## src/design/wmr_pkg.sv

```systemverilog
// Shared types for the white matte removal pipeline.
// No dependencies; imported by wmr_div_stage and white_matte_removal_top.
`timescale 1ns / 1ps

package wmr_pkg;

   localparam int ChanCount = 3;
   localparam int ChanWidth = 8;
   localparam int NumWidth  = 16;
   localparam int DvsWidth  = 15;
   localparam int FullScale = 255;
   // Two quotient bits per divide stage
   localparam int DivStages = ChanWidth / 2;

   // One pixel in flight through the divide stages
   typedef struct packed {
      logic [ChanCount-1:0][NumWidth-1:0]  rem;
      logic [ChanCount-1:0][ChanWidth-1:0] quo;
      logic [DvsWidth-1:0]                 dvs;
      logic [ChanWidth-1:0]                alpha;
      logic [ChanCount-1:0][ChanWidth-1:0] color;
   } pix_type;

endpackage

```

## src/design/white_matte_removal_top.sv

```systemverilog
// Top level of the white matte removal block: prep stage, four divide stages, output stage.
// Depends on wmr_pkg and wmr_div_stage.
//
//   channel  | direction | handshake              | payload
//   req      | in        | req_tvalid/req_tready  | req_tdata  32 bits, one RGBA pixel
//   rsp      | out       | rsp_tvalid/rsp_tready  | rsp_tdata  32 bits, one RGBA pixel
//   csr      | in        | csr_valid/csr_ready    | csr_data   1 bit, black_when_clear
//
// One item per clock sustained while rsp is not stalled; each item passes through the six
// registers in its path (prep stage, four divide stages of two quotient bits each, output
// register), the first of which loads at the accepting edge.
// Reset clears all valid bits and black_when_clear; payload registers are not reset.
// A stall on rsp holds each full stage whose later stages are all full; empty stages still
// fill, so nothing is lost or repeated. csr writes are always accepted.
`timescale 1ns / 1ps

module white_matte_removal_top
   import wmr_pkg::*;
(
   input  logic        clock,
   input  logic        reset,
   // red_in[7:0], green_in[15:8], blue_in[23:16], alpha_in[31:24]
   input  logic [31:0] req_tdata,
   input  logic        req_tvalid,
   output logic        req_tready,
   // red_out[7:0], green_out[15:8], blue_out[23:16], alpha_out[31:24]
   output logic [31:0] rsp_tdata,
   output logic        rsp_tvalid,
   input  logic        rsp_tready,
   input  logic        csr_data,
   input  logic        csr_valid,
   output logic        csr_ready
);

   logic                black_ff;
   logic                prep_valid_ff;
   pix_type             prep_ff;
   pix_type             prep_in;
   logic                prep_ready;
   logic [DivStages:0]  div_valid;
   logic [DivStages:0]  div_ready;
   pix_type             div_data [DivStages+1];
   logic                out_valid_ff;
   logic [31:0]         out_ff;
   logic [31:0]         out_in;
   logic                out_ready;

   // Configuration register
   assign csr_ready = 1'b1;

   always_ff @(posedge clock) begin
      if (reset) begin
         black_ff <= 1'b0;
      end else if (csr_valid) begin
         black_ff <= csr_data;
      end
   end

   // Prep: numerator (c + a - 255) * 255, clamped at zero, and divisor a << 7
   always_comb begin
      logic [ChanWidth:0]   sum;
      logic [ChanWidth-1:0] n;
      prep_in.alpha = req_tdata[31:24];
      prep_in.dvs   = {req_tdata[31:24], 7'b0};
      for (int i = 0; i < ChanCount; i++) begin
         prep_in.color[i] = req_tdata[i*ChanWidth +: ChanWidth];
         sum = {1'b0, req_tdata[i*ChanWidth +: ChanWidth]} + {1'b0, req_tdata[31:24]};
         if (sum > (ChanWidth+1)'(FullScale)) begin
            n = ChanWidth'(sum - (ChanWidth+1)'(FullScale));
         end else begin
            n = '0;
         end
         prep_in.rem[i] = {n, 8'b0} - {8'b0, n};
         prep_in.quo[i] = '0;
      end
   end

   assign prep_ready = !prep_valid_ff || div_ready[0];
   assign req_tready = prep_ready;

   always_ff @(posedge clock) begin
      if (reset) begin
         prep_valid_ff <= 1'b0;
      end else if (prep_ready) begin
         prep_valid_ff <= req_tvalid;
      end
   end

   always_ff @(posedge clock) begin
      if (prep_ready && req_tvalid) begin
         prep_ff <= prep_in;
      end
   end

   assign div_valid[0] = prep_valid_ff;
   assign div_data[0]  = prep_ff;

   // Divide stages
   for (genvar s = 0; s < DivStages; s++) begin : g_div
      wmr_div_stage u_stage (
         .clock     (clock),
         .reset     (reset),
         .in_valid  (div_valid[s]),
         .in_ready  (div_ready[s]),
         .in_data   (div_data[s]),
         .out_valid (div_valid[s+1]),
         .out_ready (div_ready[s+1]),
         .out_data  (div_data[s+1])
      );
   end

   assign div_ready[DivStages] = out_ready;

   // Output select: quotient, or the transparent-pixel rule
   always_comb begin
      pix_type p;
      p = div_data[DivStages];
      out_in[31:24] = p.alpha;
      for (int i = 0; i < ChanCount; i++) begin
         if (p.alpha != '0) begin
            out_in[i*ChanWidth +: ChanWidth] = p.quo[i];
         end else if (black_ff) begin
            out_in[i*ChanWidth +: ChanWidth] = '0;
         end else begin
            out_in[i*ChanWidth +: ChanWidth] = p.color[i];
         end
      end
   end

   assign out_ready = !out_valid_ff || rsp_tready;

   always_ff @(posedge clock) begin
      if (reset) begin
         out_valid_ff <= 1'b0;
      end else if (out_ready) begin
         out_valid_ff <= div_valid[DivStages];
      end
   end

   always_ff @(posedge clock) begin
      if (out_ready && div_valid[DivStages]) begin
         out_ff <= out_in;
      end
   end

   assign rsp_tvalid = out_valid_ff;
   assign rsp_tdata  = out_ff;

   // Divisor is shifted down to alpha / 2 after the last divide stage
   a_dvs_done: assert property (@(posedge clock) disable iff (reset)
      div_valid[DivStages] |->
         div_data[DivStages].dvs == {8'b0, div_data[DivStages].alpha[7:1]})
      else $error("divisor not fully shifted after last divide stage");

   // Final remainders stay below alpha
   a_rem_small: assert property (@(posedge clock) disable iff (reset)
      (div_valid[DivStages] && div_data[DivStages].alpha != '0) |->
         (div_data[DivStages].rem[0] < {8'b0, div_data[DivStages].alpha}) &&
         (div_data[DivStages].rem[1] < {8'b0, div_data[DivStages].alpha}) &&
         (div_data[DivStages].rem[2] < {8'b0, div_data[DivStages].alpha}))
      else $error("divide remainder not below alpha");

   // Input backpressure only comes from a stalled, full output
   a_ready_cause: assert property (@(posedge clock) disable iff (reset)
      !req_tready |-> (rsp_tvalid && !rsp_tready))
      else $error("req_tready low without output stall");

   // A stalled output item holds its value
   a_out_hold: assert property (@(posedge clock) disable iff (reset)
      (rsp_tvalid && !rsp_tready) |=> $stable(rsp_tdata))
      else $error("output item changed under stall");

endmodule

```

## src/design/wmr_div_stage.sv

```systemverilog
// One registered restoring-divide stage: two quotient bits per channel.
// Depends on wmr_pkg for pix_type.
`timescale 1ns / 1ps

module wmr_div_stage
   import wmr_pkg::*;
(
   input  logic    clock,
   input  logic    reset,
   input  logic    in_valid,
   output logic    in_ready,
   input  pix_type in_data,
   output logic    out_valid,
   input  logic    out_ready,
   output pix_type out_data
);

   logic    valid_ff;
   pix_type data_ff;
   pix_type data_in;

   // Take a new item when empty or when the item held moves on
   assign in_ready = !valid_ff || out_ready;

   // Two compare-and-subtract steps against the shifted divisor
   always_comb begin
      logic [NumWidth-1:0] d_hi;
      logic [NumWidth-1:0] d_lo;
      logic [NumWidth-1:0] r;
      logic                b_hi;
      logic                b_lo;
      d_hi    = {1'b0, in_data.dvs};
      d_lo    = {2'b00, in_data.dvs[DvsWidth-1:1]};
      data_in = in_data;
      for (int i = 0; i < ChanCount; i++) begin
         r    = in_data.rem[i];
         b_hi = (r >= d_hi);
         if (b_hi) begin
            r = r - d_hi;
         end
         b_lo = (r >= d_lo);
         if (b_lo) begin
            r = r - d_lo;
         end
         data_in.rem[i] = r;
         data_in.quo[i] = {in_data.quo[i][ChanWidth-3:0], b_hi, b_lo};
      end
      data_in.dvs = {2'b00, in_data.dvs[DvsWidth-1:2]};
   end

   // Advance valid bit; hold on stall
   always_ff @(posedge clock) begin
      if (reset) begin
         valid_ff <= 1'b0;
      end else if (in_ready) begin
         valid_ff <= in_valid;
      end
   end

   // Load payload when the stage advances
   always_ff @(posedge clock) begin
      if (in_ready && in_valid) begin
         data_ff <= data_in;
      end
   end

   assign out_valid = valid_ff;
   assign out_data  = data_ff;

endmodule

```

## config.mk

```make
export PLATFORM = sky130hd
export DESIGN_NAME = white_matte_removal_top
export DESIGN_NICKNAME = d
export VERILOG_FILES = /design/src/design/wmr_pkg.sv /design/src/design/white_matte_removal_top.sv /design/src/design/wmr_div_stage.sv
export SDC_FILE = /design/constraint.sdc
export NUM_CORES = 1
export LEC_CHECK = 0
export BUFFER_PORTS_ARGS = -buffer_cell sky130_fd_sc_hd__buf_2
export CORE_UTILIZATION = 30
export CTS_CLUSTER_DIAMETER = 60
export DETAILED_ROUTE_END_ITERATION = 7
export SLEW_MARGIN = 20
export SYNTH_ARGS = -nofsm -noshare
export SYNTH_HDL_FRONTEND = slang
export SYNTH_HIERARCHICAL = 1
export SYNTH_SLANG_ARGS = --single-unit
```

## constraint.sdc

```tcl
create_clock -name clock -period 10.4 [get_ports clock]
set_input_delay 1.56 -clock clock [delete_from_list [all_inputs] [get_ports clock]]
set_output_delay 1.56 -clock clock [all_outputs]
set_load 0.02 [all_outputs]
```

==> results_dict.tcl <==
set metrics [dict create \
    ir_drop_uv 129 \
    setup_violations 0 \
    synthCells 3685 \
    die_w_um 359 \
    fin_setup_tns_ns 0 \
    htree_levels 2 \
    hold_buffers 0 \
    critPathCaptureType "flop" \
    area_delta_synth_final_pct 10.7 \
    final_nets 4217 \
    ant_nets 0 \
    routedWlPerCell_um 17.4 \
    die_y_um 359 \
    core_area_mm2 0.126 \
    arrival_ns 6.73 \
    startpoint_type "flop" \
    cts_tree "built" \
    syn-cell-area_mm2 0.0382 \
    initial_utilization_pct 30.3 \
    critPathBufInv 2 \
    fin_crit_sh_pct 61.5 \
    die_area_mm2 0.129 \
    fin_cells 5468 \
    dp.cells 5362 \
    cp.required_ns 10.73 \
    final_max_slew_viol_count 0 \
    cts.sinks 490 \
    worst-slew-pin-transition_ns 1.07 \
    grt_pass1_vias 26633 \
    timing.slew.headroom_pct 28.6 \
    avgSynthCellArea_um2 10.4 \
    num-fill-cells 12698 \
    root_buffer "clkbuf_16" \
    port_buffers 71 \
    worstHoldStart "div_data[478]$_DFFE_PP_" \
    run_status "finished clean" \
    io_pins 73 \
    cp_top_family "compound AO/OA/AOI/OAI gates" \
    rsz0062_at_grt "no" \
    routed_via_density 5.13 \
    ys_warn_count 6 \
    crit_top_cell "o21ai_0" \
    min_path_type "flop to flop" \
    first_pass_iters 6 \
    cap_violations 0 \
    wl_um 95100 \
    cts.clk_slew.worst_paths_ns 0.06 \
    grt_max_degree 78 \
    cp_cell_sequence "inv_1 > fa_1 > nand3_1 > nand2_1 > a41oi_1 > o311ai_1 > o31a_1 > nand2_1 > o21ai_0 > ha_1 > inv_1 > fa_1 > a21oi_1 > o21ai_0 > a31o_2 > a21oi_1 > o21ai_0 > a21oi_1 > o21ai_0 > or4b_1 > mux2_1" \
    hold_violations 0 \
    rows 130 \
    grt_pass1_wl_um 148000 \
    hpwlAfterDp_um 73600 \
    pwr_density_cell_mw_per_mm2 269 \
    cp-startpoint "g_div[1].u_stage/out_data[33]$_DFFE_PP_" \
    vias 28064 \
    overflow 0 \
    min_period_ns 6.39 \
    drt_iter0_drc 2186 \
    gp_congestion 0.912 \
    worstSkewPairLatency_ns 0.61 \
    post_cts_buffers 0 \
    skew_ns 0.0277 \
    fmax_mhz 156 \
    cp_max_fo 22 \
    cp_slowest_cell "or4b_1" \
    cts_resized 0 \
    gr-usage-all-layers_pct 14.5 \
    max_stage_delay_ns 0.87 \
    critPathKind "flop to flop" \
    grt_antenna_before_repair 0 \
    total_power_mw 11.4 \
    fin_util_pct 33.6 \
    cts_buffers 56 \
    reg2reg_from "g_div[1].u_stage/out_data[33]$_DFFE_PP_" \
    clockBufferDepth 3 \
    power.leakage_nw 16.5 \
    drc 0 \
    drive_above_1_share_pct 12.4 \
]
-- state kept, by name, summed over array words and instances (netlist names) --
signal	cells
rsp_tdata	32
g_div.u_stage/out_data	371
prep_valid_ff	1
black_ff	1
g_div.u_stage/out_valid	4
div_data	80
rsp_tvalid	1
-- where the power goes --
part	total [mW]	switching, mW	leakage [nW]	internal [mW]
Sequential	2.85	0.161	4.54	2.69
Combinational	6.48	3.47	11.0	3.01
Clock	2.03	0.830	0.950	1.20
-- worst paths after layout --
check | end | slack, ns | cells past startpoint
setup reg to reg | g_div[2].u_stage/out_data[76]$_DFFE_PP_ | 4.01 | 21
hold reg to reg | g_div[0].u_stage/out_data[2]$_DFFE_PP_ | 0.41 | 0
setup / recovery | g_div[2].u_stage/out_data[76]$_DFFE_PP_ | 4.01 | 21
hold / removal | g_div[0].u_stage/out_data[2]$_DFFE_PP_ | 0.41 | 0
-- routing by layer --
layer	up-vias	global-route usage (%)	share of wire, %
li1	14059	-	-
met2	689	23.2	45
met3	160	1.11	3.8
met5	-	0	0
met1	13156	20.4	48
met4	0	4.89	3.5
-- cell type report --
cell class              instances  area (µm²)  share of cell area [%]
clock buffers                  59        1410                    3.34
diodes                          1        2.50                 0.00592
well taps                    1650        2060                    4.88
multi-input cells            2941       22400                    53.0
repair buffers                 89         494                    1.17
flip-flops and latches        490       14600                    34.6
clock inverters                45         522                    1.23
inverters                     193         724                    1.71
-- metrics by stage --
| step | hold WS, ns | area (µm²) | setup WS, ns |
|---|---|---|---|
| 3_3_place_gp | 0.401 | 40300 | 4.12 |
| 5_1_grt | 0.419 | 42300 | 3.39 |
| 4_1_cts | 0.413 | 42300 | 4.01 |
| 6_report | 0.413 | 42300 | 4.01 |
| 3_5_place_dp | 0.405 | 40300 | 4.04 |
| 2_1_floorplan | 0.400 | 38300 | 5.18 |
-- worst register-to-register path, delay by kind of cell, from the launching register on --
kind | cells | cell delay, ns
and+or+nand+nor | 4 | 1.23
DFF | 1 | 0.50
AOI/OAI and AO/OA | 11 | 2.62
buffers and inverters | 2 | 0.40
muxes | 1 | 0.45
adders and majority gates | 3 | 0.91
-- layout by cell type (no fill, tap or decap), types with 55 or more instances in the layout --
cell       count
nand2_1      236
nor3_1        56
nor2_1       221
a21oi_1      305
a21o_1       124
buf_2         71
nand3_1       56
o21ai_0      217
nand2b_1      89
ha_1         381
nand4_1       62
inv_1        190
mux2_2       150
xor2_1        87
xnor2_1      177
nor2b_1       55
edfxtp_1     483
clkbuf_16     56
(Power assumes the default switching activity.)
